[config.mk]
export PLATFORM = sky130hd
export DESIGN_NAME = unicode_escape_decoder
export DESIGN_NICKNAME = d
export VERILOG_FILES = /design/src/rtl/core/ued_pkg.sv /design/src/rtl/core/ued_decode.sv /design/src/rtl/core/unicode_escape_decoder.sv
export VERILOG_INCLUDE_DIRS = /design/src /design/src/rtl/core
export SDC_FILE = /design/constraint.sdc
export NUM_CORES = 1
export LEC_CHECK = 0
export BUFFER_PORTS_ARGS = -buffer_cell sky130_fd_sc_hd__buf_2
export CORE_MARGIN = 5
export CORE_UTILIZATION = 48
export DETAILED_ROUTE_END_ITERATION = 16
export PLACE_DENSITY = 0.69
export SYNTH_ARGS = -nofsm -noshare
export SYNTH_HDL_FRONTEND = slang
export SYNTH_SLANG_ARGS = --single-unit
export TNS_END_PERCENT = 5
[constraint.sdc]
create_clock -name clk -period 3 [get_ports clk]
set_input_delay 0.15 -clock clk [delete_from_list [all_inputs] [get_ports clk]]
set_output_delay 0.15 -clock clk [all_outputs]
set_load 0.03 [all_outputs]
[src/rtl/core/assert_macros.svh]
// assertion helpers, clocked on clk and disabled while rst_n is low
`ifndef ASSERT_MACROS_SVH
`define ASSERT_MACROS_SVH

`ifndef SYNTHESIS
`define UED_ASSERT(label, prop, msg) \
  label: assert property (@(posedge clk) disable iff (!rst_n) (prop)) else $error(msg);
`define UED_ASSERT_NEXT(label, pre, post, msg) \
  label: assert property (@(posedge clk) disable iff (!rst_n) (pre) |=> (post)) else $error(msg);
`else
`define UED_ASSERT(label, prop, msg)
`define UED_ASSERT_NEXT(label, pre, post, msg)
`endif

`endif

[src/rtl/core/ued_pkg.sv]
`default_nettype none

package ued_pkg;

  localparam int UnitW = 16;

  localparam logic [UnitW-1:0] CH_BACKSLASH = 16'h005C;
  localparam logic [UnitW-1:0] CH_U         = 16'h0075;
  localparam logic [UnitW-1:0] CH_T         = 16'h0074;
  localparam logic [UnitW-1:0] CH_R         = 16'h0072;
  localparam logic [UnitW-1:0] CH_N         = 16'h006E;
  localparam logic [UnitW-1:0] CH_F         = 16'h0066;
  localparam logic [UnitW-1:0] CH_0         = 16'h0030;
  localparam logic [UnitW-1:0] CH_9         = 16'h0039;
  localparam logic [UnitW-1:0] CH_LA        = 16'h0061;
  localparam logic [UnitW-1:0] CH_LF        = 16'h0066;
  localparam logic [UnitW-1:0] CH_UA        = 16'h0041;
  localparam logic [UnitW-1:0] CH_UF        = 16'h0046;

  localparam logic [UnitW-1:0] CH_TAB = 16'h0009;
  localparam logic [UnitW-1:0] CH_CR  = 16'h000D;
  localparam logic [UnitW-1:0] CH_LFD = 16'h000A;
  localparam logic [UnitW-1:0] CH_FF  = 16'h000C;

  localparam logic [1:0] LAST_DIGIT = 2'd3;

  typedef enum logic [1:0] {
    PH_PLAIN = 2'd0,
    PH_ESC   = 2'd1,
    PH_HEX   = 2'd2
  } phase_t;

  typedef struct packed {
    logic             char_valid;
    logic [UnitW-1:0] decoded_unit;
    logic             text_done;
  } res_t;

  typedef struct packed {
    logic       is_hex;
    logic [3:0] digit;
  } hex_t;

  function automatic hex_t hex_value(input logic [UnitW-1:0] c);
    hex_t h;
    logic [UnitW-1:0] off;
    h.is_hex = 1'b1;
    off = '0;
    if (c inside {[CH_0:CH_9]}) begin
      off = c - CH_0;
    end else if (c inside {[CH_LA:CH_LF]}) begin
      off = c - CH_LA + 16'd10;
    end else if (c inside {[CH_UA:CH_UF]}) begin
      off = c - CH_UA + 16'd10;
    end else begin
      h.is_hex = 1'b0;
    end
    h.digit = off[3:0];
    return h;
  endfunction

  function automatic logic [UnitW-1:0] escape_map(input logic [UnitW-1:0] c);
    logic [UnitW-1:0] m;
    case (c)
      CH_T:    m = CH_TAB;
      CH_R:    m = CH_CR;
      CH_N:    m = CH_LFD;
      CH_F:    m = CH_FF;
      default: m = c;
    endcase
    return m;
  endfunction

endpackage

`default_nettype wire

[src/rtl/core/ued_decode.sv]
`default_nettype none

`include "assert_macros.svh"

module ued_decode import ued_pkg::*; (
  input  wire logic             clk,
  input  wire logic             rst_n,
  input  wire logic             step,
  input  wire logic [UnitW-1:0] code_unit,
  input  wire logic             end_of_text,
  output res_t                  res
);

  phase_t           phase_r, phase_nxt;
  logic [1:0]       digits_r, digits_nxt;
  logic [UnitW-1:0] acc_r, acc_nxt;
  logic [UnitW-1:0] acc_sh;
  hex_t             hv;

  always_ff @(posedge clk) begin
    if (!rst_n) begin
      phase_r  <= PH_PLAIN;
      digits_r <= '0;
      acc_r    <= '0;
    end else if (step) begin
      phase_r  <= phase_nxt;
      digits_r <= digits_nxt;
      acc_r    <= acc_nxt;
    end
  end

  always_comb begin
    hv  = hex_value(code_unit);
    // non-digit units count toward the four but leave the value alone
    acc_sh = hv.is_hex ? {acc_r[UnitW-5:0], hv.digit} : acc_r;

    phase_nxt        = phase_r;
    digits_nxt       = digits_r;
    acc_nxt          = acc_r;
    res.char_valid   = 1'b0;
    res.decoded_unit = '0;
    res.text_done    = end_of_text;

    case (phase_r)
      PH_ESC: begin
        if (code_unit == CH_U) begin
          phase_nxt  = PH_HEX;
          digits_nxt = '0;
          acc_nxt    = '0;
        end else begin
          res.char_valid   = 1'b1;
          res.decoded_unit = escape_map(code_unit);
          phase_nxt        = PH_PLAIN;
        end
      end
      PH_HEX: begin
        if (digits_r == LAST_DIGIT) begin
          res.char_valid   = 1'b1;
          res.decoded_unit = acc_sh;
          phase_nxt        = PH_PLAIN;
          digits_nxt       = '0;
          acc_nxt          = '0;
        end else begin
          digits_nxt = digits_r + 2'd1;
          acc_nxt    = acc_sh;
        end
      end
      default: begin
        if (code_unit == CH_BACKSLASH) begin
          phase_nxt = PH_ESC;
        end else begin
          res.char_valid   = 1'b1;
          res.decoded_unit = code_unit;
          phase_nxt        = PH_PLAIN;
        end
      end
    endcase

    // end of text drops any pending escape
    if (end_of_text) begin
      phase_nxt  = PH_PLAIN;
      digits_nxt = '0;
      acc_nxt    = '0;
    end
  end

  `UED_ASSERT(a_digits_only_in_hex, (digits_r == 2'd0) || (phase_r == PH_HEX), "digit count outside hex escape")
  `UED_ASSERT(a_acc_clear_outside_hex, (acc_r == '0) || (phase_r == PH_HEX), "stale hex value outside escape")
  `UED_ASSERT_NEXT(a_eot_resets, step && end_of_text, (phase_r == PH_PLAIN) && (digits_r == 2'd0) && (acc_r == '0), "state not cleared after end of text")
  `UED_ASSERT_NEXT(a_hold_when_idle, !step, $stable(phase_r) && $stable(digits_r) && $stable(acc_r), "decode state moved without a request")
  `UED_ASSERT(a_fourth_unit_emits, !((phase_r == PH_HEX) && (digits_r == LAST_DIGIT)) || res.char_valid, "hex escape closed without output")

endmodule

`default_nettype wire

[src/rtl/core/unicode_escape_decoder.sv]
// channel  ports                                   handshake
// input    in_code_unit[15:0], in_end_of_text       in_valid / in_ready
// output   out_char_valid, out_decoded_unit[15:0],  out_valid / out_ready
//          out_text_done
//
// one request per cycle sustained while out_ready stays high; each result reaches the outputs
// through the input register, then the result register
// the decode step between the two registers is a few compares and a 4-bit shift
// rst_n is synchronous; it empties both registers and returns to plain text
// a stall on the output holds the result register and then the input
// register, so in_ready falls only when both are full and out_ready is low
`default_nettype none

module unicode_escape_decoder import ued_pkg::*; (
  input  wire logic             clk,
  input  wire logic             rst_n,
  input  wire logic             in_valid,
  output logic                  in_ready,
  input  wire logic [UnitW-1:0] in_code_unit,
  input  wire logic             in_end_of_text,
  output logic                  out_valid,
  input  wire logic             out_ready,
  output logic                  out_char_valid,
  output logic [UnitW-1:0]      out_decoded_unit,
  output logic                  out_text_done
);

  logic             s1_valid_r, s1_valid_nxt;
  logic [UnitW-1:0] s1_unit_r;
  logic             s1_eot_r;
  logic             out_valid_r, out_valid_nxt;
  res_t             out_res_r;
  res_t             dec_res;
  logic             out_can, s1_go, in_take;

  assign out_can  = !out_valid_r || out_ready;
  assign s1_go    = s1_valid_r && out_can;
  assign in_ready = !s1_valid_r || s1_go;
  assign in_take  = in_valid && in_ready;

  always_comb begin
    s1_valid_nxt = s1_valid_r;
    if (in_take) begin
      s1_valid_nxt = 1'b1;
    end else if (s1_go) begin
      s1_valid_nxt = 1'b0;
    end
    out_valid_nxt = out_valid_r;
    if (s1_go) begin
      out_valid_nxt = 1'b1;
    end else if (out_ready) begin
      out_valid_nxt = 1'b0;
    end
  end

  always_ff @(posedge clk) begin
    if (!rst_n) begin
      s1_valid_r  <= 1'b0;
      out_valid_r <= 1'b0;
    end else begin
      s1_valid_r  <= s1_valid_nxt;
      out_valid_r <= out_valid_nxt;
    end
  end

  always_ff @(posedge clk) begin
    if (in_take) begin
      s1_unit_r <= in_code_unit;
      s1_eot_r  <= in_end_of_text;
    end
    if (s1_go) begin
      out_res_r <= dec_res;
    end
  end

  ued_decode u_decode (
    .clk         (clk),
    .rst_n       (rst_n),
    .step        (s1_go),
    .code_unit   (s1_unit_r),
    .end_of_text (s1_eot_r),
    .res         (dec_res)
  );

  assign out_valid        = out_valid_r;
  assign out_char_valid   = out_res_r.char_valid;
  assign out_decoded_unit = out_res_r.decoded_unit;
  assign out_text_done    = out_res_r.text_done;

endmodule

`default_nettype wire

; ---- Word-level counts from Yosys, hierarchy flattened
; Cells that the tools add are included.
[totals]
word_cells = 76
input_bits = 21
out_inout_bits = 20
register_bits = 57
[classes]
add_sub_neg = 6
muxes = 29
n_reduce_logical = 14
n_eq_ne = 11
order_cmp = 6
[ops]
columns = operator, n
row1 = "16-bit by 7-bit equality test with 1-bit output, second input constant", 6
row2 = 16-bit 2-to-1 mux, 4
row3 = 16-bit case mux with 4 select lines, 1
row4 = 17-bit 2-to-1 mux, 3
row5 = 17-bit case mux with 2 select lines, 1
row6 = "16-bit by 7-bit >= comparator with 1-bit output, second input constant", 2
row7 = "16-bit by 7-bit <= comparator with 1-bit output, second input constant", 2
row8 = 16-bit case mux with 2 select lines, 1
row9 = "16-bit by 6-bit >= comparator with 1-bit output, second input constant", 1
row10 = "16-bit by 6-bit <= comparator with 1-bit output, second input constant", 1
row11 = 2-bit 2-to-1 mux, 6
row12 = 4-bit 2-to-1 mux, 3
row13 = "4-bit by 1-bit subtractor with 4-bit output, second input constant", 3
row14 = "4-bit adder, second input constant", 2
row15 = 1-bit 2-to-1 mux, 8
row16 = 2-bit case mux with 2 select lines, 2
row17 = "3-bit by 2-bit inequality test with 1-bit output, second input constant", 2
row18 = 1-bit logical AND, 5
row19 = "2-bit equality test, second input constant", 2
row20 = 2-bit nonzero test, 2
row21 = 3-bit AND reduction, 1
row22 = 3-bit nonzero test, 1
row23 = "2-bit by 1-bit adder with 2-bit output, second input constant", 1
row24 = "2-bit by 1-bit equality test with 1-bit output, second input constant", 1
row25 = 3 further kinds, 5

; ---- Depth between registers and ports, before layout
[depth]
ltp_word = 9
mapped_depth = 10
ltp_nobuf = 8

; ---- By module
; A second synthesis with hierarchy kept.
[hier_totals]
cells_unflattened = 224
hier_area_um2 = 2792.7
[by_module_without_submodules]
columns = mod, seq_area_each_um2, cells_each, n_inst, area_each_um2
row1 = ued_decode, 400.4, 180, 1, 1637.8
row2 = unicode_escape_decoder, 1091.0, 44, 1, 1154.9

; ---- Worst setup path after synthesis
; OpenSTA, ideal clock, no wires.
[synth_timing]
path_kind = register -> register
start = register out_valid_r (netlist: out_valid)
end = register u_decode.acc_r[12]
path_buffers = 1
setup_slack_ns = 0.344
setup_ns = 0.117
t_arrival_ns = 2.539
stages_incl_launch_ff = 8
synth_period_minus_slack_ns = 2.656
t_required_ns = 2.883
cell_sequence = dfxtp_1 -> nor2b_1 -> nor2b_1 -> a22oi_2 -> a31oi_1 -> nor2b_1 -> buf_2 -> a22o_1
[synth_via]
elab_chain_cells = 4
[synth_lines]
columns = item, line_no
row1 = "start, declared", unicode_escape_decoder.sv:31  ; logic out_valid_r, out_valid_nxt;
row2 = "start signal, assigned", unicode_escape_decoder.sv:62  ; out_valid_r <= out_valid_nxt;
row3 = 1-bit logical NOT, unicode_escape_decoder.sv:36  ; assign out_can = !out_valid_r || out_ready;
row4 = 1-bit logical OR, unicode_escape_decoder.sv:36
row5 = 1-bit logical AND, unicode_escape_decoder.sv:37  ; assign s1_go = s1_valid_r && out_can;
row6 = 3-bit AND reduction (no line), n/a
row7 = "end signal, assigned", ued_decode.sv:28  ; acc_r <= acc_nxt;
row8 = "end, declared", ued_decode.sv:16  ; logic [UnitW-1:0] acc_r, acc_nxt;
; Every way passes these cells.
; A chain may end at the register's enable or synchronous reset.

; ---- Final worst setup path
[layout_timing]
start = register s1_unit_r[0]
end = register u_decode.acc_r[6]
[layout_via]
elab_chain_cells = 9
word_cells_on_any_way = 19
classes_between = order compare (6) / eq/ne (2) / mux (7) / reduce/logical (4)
[layout_lines]
columns = item, line_no
row1 = "start, declared", unicode_escape_decoder.sv:29  ; logic [UnitW-1:0] s1_unit_r;
row2 = "start signal, assigned", unicode_escape_decoder.sv:68  ; s1_unit_r <= in_code_unit;
row3 = 16-bit by 7-bit >= comparator with 1-bit output or 16-bit by 7-bit <= comparator with 1-bit output (tied branches), ued_pkg.sv:53  ; end else if (c inside {[CH_UA:CH_UF]}) begin
row4 = 1-bit logical AND, ued_pkg.sv:53
row5 = 1-bit 2-to-1 mux, ued_pkg.sv:53
row6 = 1-bit 2-to-1 mux, ued_pkg.sv:51  ; end else if (c inside {[CH_LA:CH_LF]}) begin
row7 = 1-bit 2-to-1 mux, ued_pkg.sv:49  ; if (c inside {[CH_0:CH_9]}) begin
row8 = 16-bit 2-to-1 mux, ued_decode.sv:35  ; acc_sh = hv.is_hex ? {acc_r[UnitW-5:0], hv.digit} : acc_r;
row9 = 16-bit 2-to-1 mux, ued_decode.sv:57  ; if (digits_r == LAST_DIGIT) begin
row10 = 16-bit case mux with 2 select lines, ued_decode.sv:44  ; case (phase_r)
row11 = 16-bit 2-to-1 mux, ued_decode.sv:80  ; if (end_of_text) begin
; Parallel ways exist; a longest one is shown, timed or not.

==> impl_metrics.yaml <==
sta:
  period_share_pct: 92.5
  worst_slew_pin_slew_ps: 798
  skew_ps: 10.9
  report.final.setup_viol: 0
  maxSlewViolCount: 0
  final.min_clock_period_ps: 2780
  rsz0062_at_grt: "no"
  max-slew-margin-rel_pct: 46.7
  finalSetupTns_ps: 0
  hold_viol_final: 0
  max_freq_mhz: 360
power:
  powerDensity_mw_per_mm2: 491
  intPower_w: 0.00137
  swShare_pct: 22.2
  pwr-share-seq_pct: 50.4
  clockPowerShare_pct: 42.1
  fin_total_pwr_w: 0.00176
  comb_power_share_pct: 7.5
  max-vdd-ir-drop_mv: 0.291
  p_leak_nw: 1.29
  switching_power_w: 0.000390
worst_setup_path:
  arrival_ps: 3050
  crit_family: "simple AND/OR/NAND/NOR gates"
  worst-setup-path-type: "reg2reg"
  crit_chain: "inv_1 -> ha_1 -> or4b_1 -> and4_4 -> nand2_2 -> a31oi_1 -> nor2b_1 -> a22o_1"
  setup.worst_path.start_class: "register"
  cp-end-kind: "register"
  max_stage_delay_ps: 650
  worstPathMaxFanout: 12
  critPathBufInv: 1
  crit_required_ps: 3280
  cpMaxStageDelayCell: "nor2b_1"
floorplan:
  start_util_pct: 49.5
  io_pins: 41
  rows: 28
  dieArea_mm2: 0.00776
  core_mm2: 0.00592
  dieWidth_um: 88.1
  dieHeight_um: 88.1
layout:
  diodes: 0
  mostFrequentLayoutCells: "40 x buf_2, 35 x edfxtp_1, 30 x nand2_1, 22 x dfxtp_1, 17 x dlygate4sd3_1"
  area.growth.synth_to_final_pct: 22.2
  mostFrequentLayoutCell: "buf_2"
  drive_above_1_share_pct: 23.7
  fin_nets: 362
  fill_cells: 523
clock_tree:
  cts.sinks: 57
  cts_buffers: 9
  cts_buffer_depth: 2
  cts-root-buf: "clkbuf_8"
  cts_resized: 0
  h-tree-depth: 3
  postCtsSetupBuffers: 0
  cts_tree: "done"
  clock_latency_ps: 340
  cts.reportedPaths.clkPinSlew_ps: 60
  postCtsHoldBufs: 17
synth:
  yosys-top-cells-area: "edfxtp_1 36%, dfxtp_1 15%, mux2i_1 4.4%"
  avgSynthCellArea_um2: 10.8
  async_reset_ff_share_pct: 0
  ys_seq_area_share_pct: 50.9
  synth_area_mm2: 0.00293
  ys_ff_latch: 57
  syn_inst: 270
  synthFlopType: "edfxtp_1"
  synth-edff-count: 35
  synth_nets: 299
  synth_area_leader_cell: "edfxtp_1"
  ys.warnings.count: 0
  synth_cell_types: 63
  synth.top_cell.area_share_pct: 35.9
global_routing:
  grtUsageTotal_pct: 18.8
  gr-total-overflow: 0
  grt_pass1_vias: 2258
  antenna_found_initial: 0
  grt_max_degree: 20
  grt_pass1_wl_mm: 11.1
job:
  max_cap_violations: 0
placement:
  port-buffer-count: 40
  detailed_place_hpwl_mm: 4.65
  place.gp.congestion: 0.972
drt:
  routed_wirelength_mm: 6.58
  wl_per_cell_um: 15.9
  met2_length_mm: 2.90
  highest_layer: "met4"
  wirelength_met1_mm: 3.12
  drtIter0Drc: 175
  ant_nets: 0
  drcViolationCount: 0
  avgViaCountPerCell: 5.58
  vias: 2306
  firstDrtPassIters: 4
  met3_length_um: 400
status:
  status: "completed"
worst_hold_path:
  hp-class: "in2reg"
final timing paths:
kind                         from              endpoint  slack, ps  cells past startpoint
max                  s1_unit_r[0]     u_decode.acc_r[6]        220                      8
min                      in_valid            s1_valid_r         50                      3
max reg2reg          s1_unit_r[0]     u_decode.acc_r[6]        220                      8
min reg2reg  u_decode.digits_r[1]  u_decode.digits_r[1]        460                      2
worst reg2reg max path, stage by stage (launching register included):
cell and delay (ps):
edfxtp_1 500, inv_1 220, ha_1 200, or4b_1 430
and4_4 190, nand2_2 170, a31oi_1 110, nor2b_1 650
a22o_1 260
cell usage after synthesis, drive strengths merged, types with 3 or more instances:
cell type,number
clkbuf,6
nor3b,3
o211ai,4
dfxtp,22
mux2i,13
and3,3
buf,4
a31oi,3
nand4,5
nor2,12
a22o,13
inv,8
nor2b,8
edfxtp,35
or4b,3
and4,3
o21ai,25
nand3,8
nor4,4
nand2,31
and2,5
a21oi,7
ha,8
nor3,6
per-stage QoR:
| step | std cells | hold WS, ps | setup slack [ps] | area [µm²] | utilization, % |
|---|---|---|---|---|---|
| after floorplan | 270 | 249 | 344 | 2930 | - |
| final | 413 | 54.6 | 224 | 3580 | 60.5 |
| after global placement | 380 | 326 | 350 | 3200 | 54.1 |
| after global routing | 413 | 83.0 | 42.7 | 3580 | 60.5 |
| after detailed placement | 380 | 328 | 286 | 3200 | 54.1 |
| after CTS | 413 | 38.9 | 255 | 3580 | 60.5 |
flip-flops by register name, summed over array words and instances (netlist names):
register	count
out_decoded_unit	16
out_text_done	1
out_char_valid	1
s1_eot_r	1
u_decode.acc_r	16
u_decode.digits_r	2
s1_valid_r	1
out_valid	1
u_decode.phase_r	2
s1_unit_r	16
final cells by class:
type / count / area [µm²] / share of cell area, %
Inverter: 8 / 30.0 / 0.839
Tap cell: 75 / 93.8 / 2.62
Timing Repair Buffer: 62 / 408 / 11.4
Multi-Input combinational cell: 195 / 1350 / 37.7
Clock inverter: 2 / 35.0 / 0.979
Sequential cell: 57 / 1490 / 41.7
Clock buffer: 14 / 173 / 4.82
per-layer routing:
metal	up-vias	global-route usage, %
met5	-	0
met4	0	8.10
met3	14	5.27
met2	72	28.7
met1	1063	25.2
li1	1157	-
power by group through the flow:
stage | logic [W] | clock network [W] | registers (W)
finish | 0.000132 | 0.000740 | 0.000885
global route | 0.000144 | 0.000790 | 0.000889
CTS | 0.000131 | 0.000756 | 0.000885
floorplan | 0.0000543 | 0 | 0.000917
global placement | 0.000113 | 0 | 0.000900
detailed placement | 0.000114 | 0 | 0.000901
cells by family (layout without fill, tap and decap cells):
logic type	after synthesis	in the layout	synth area share, %
mux	14	14	4.83
fa+ha+maj	8	8	3.42
buf+inv	18	86	3.12
flops	57	57	50.9
compound gates	75	75	18.0
simple gates	98	98	19.7
Note: power is estimated with default switching activity, not from simulation.
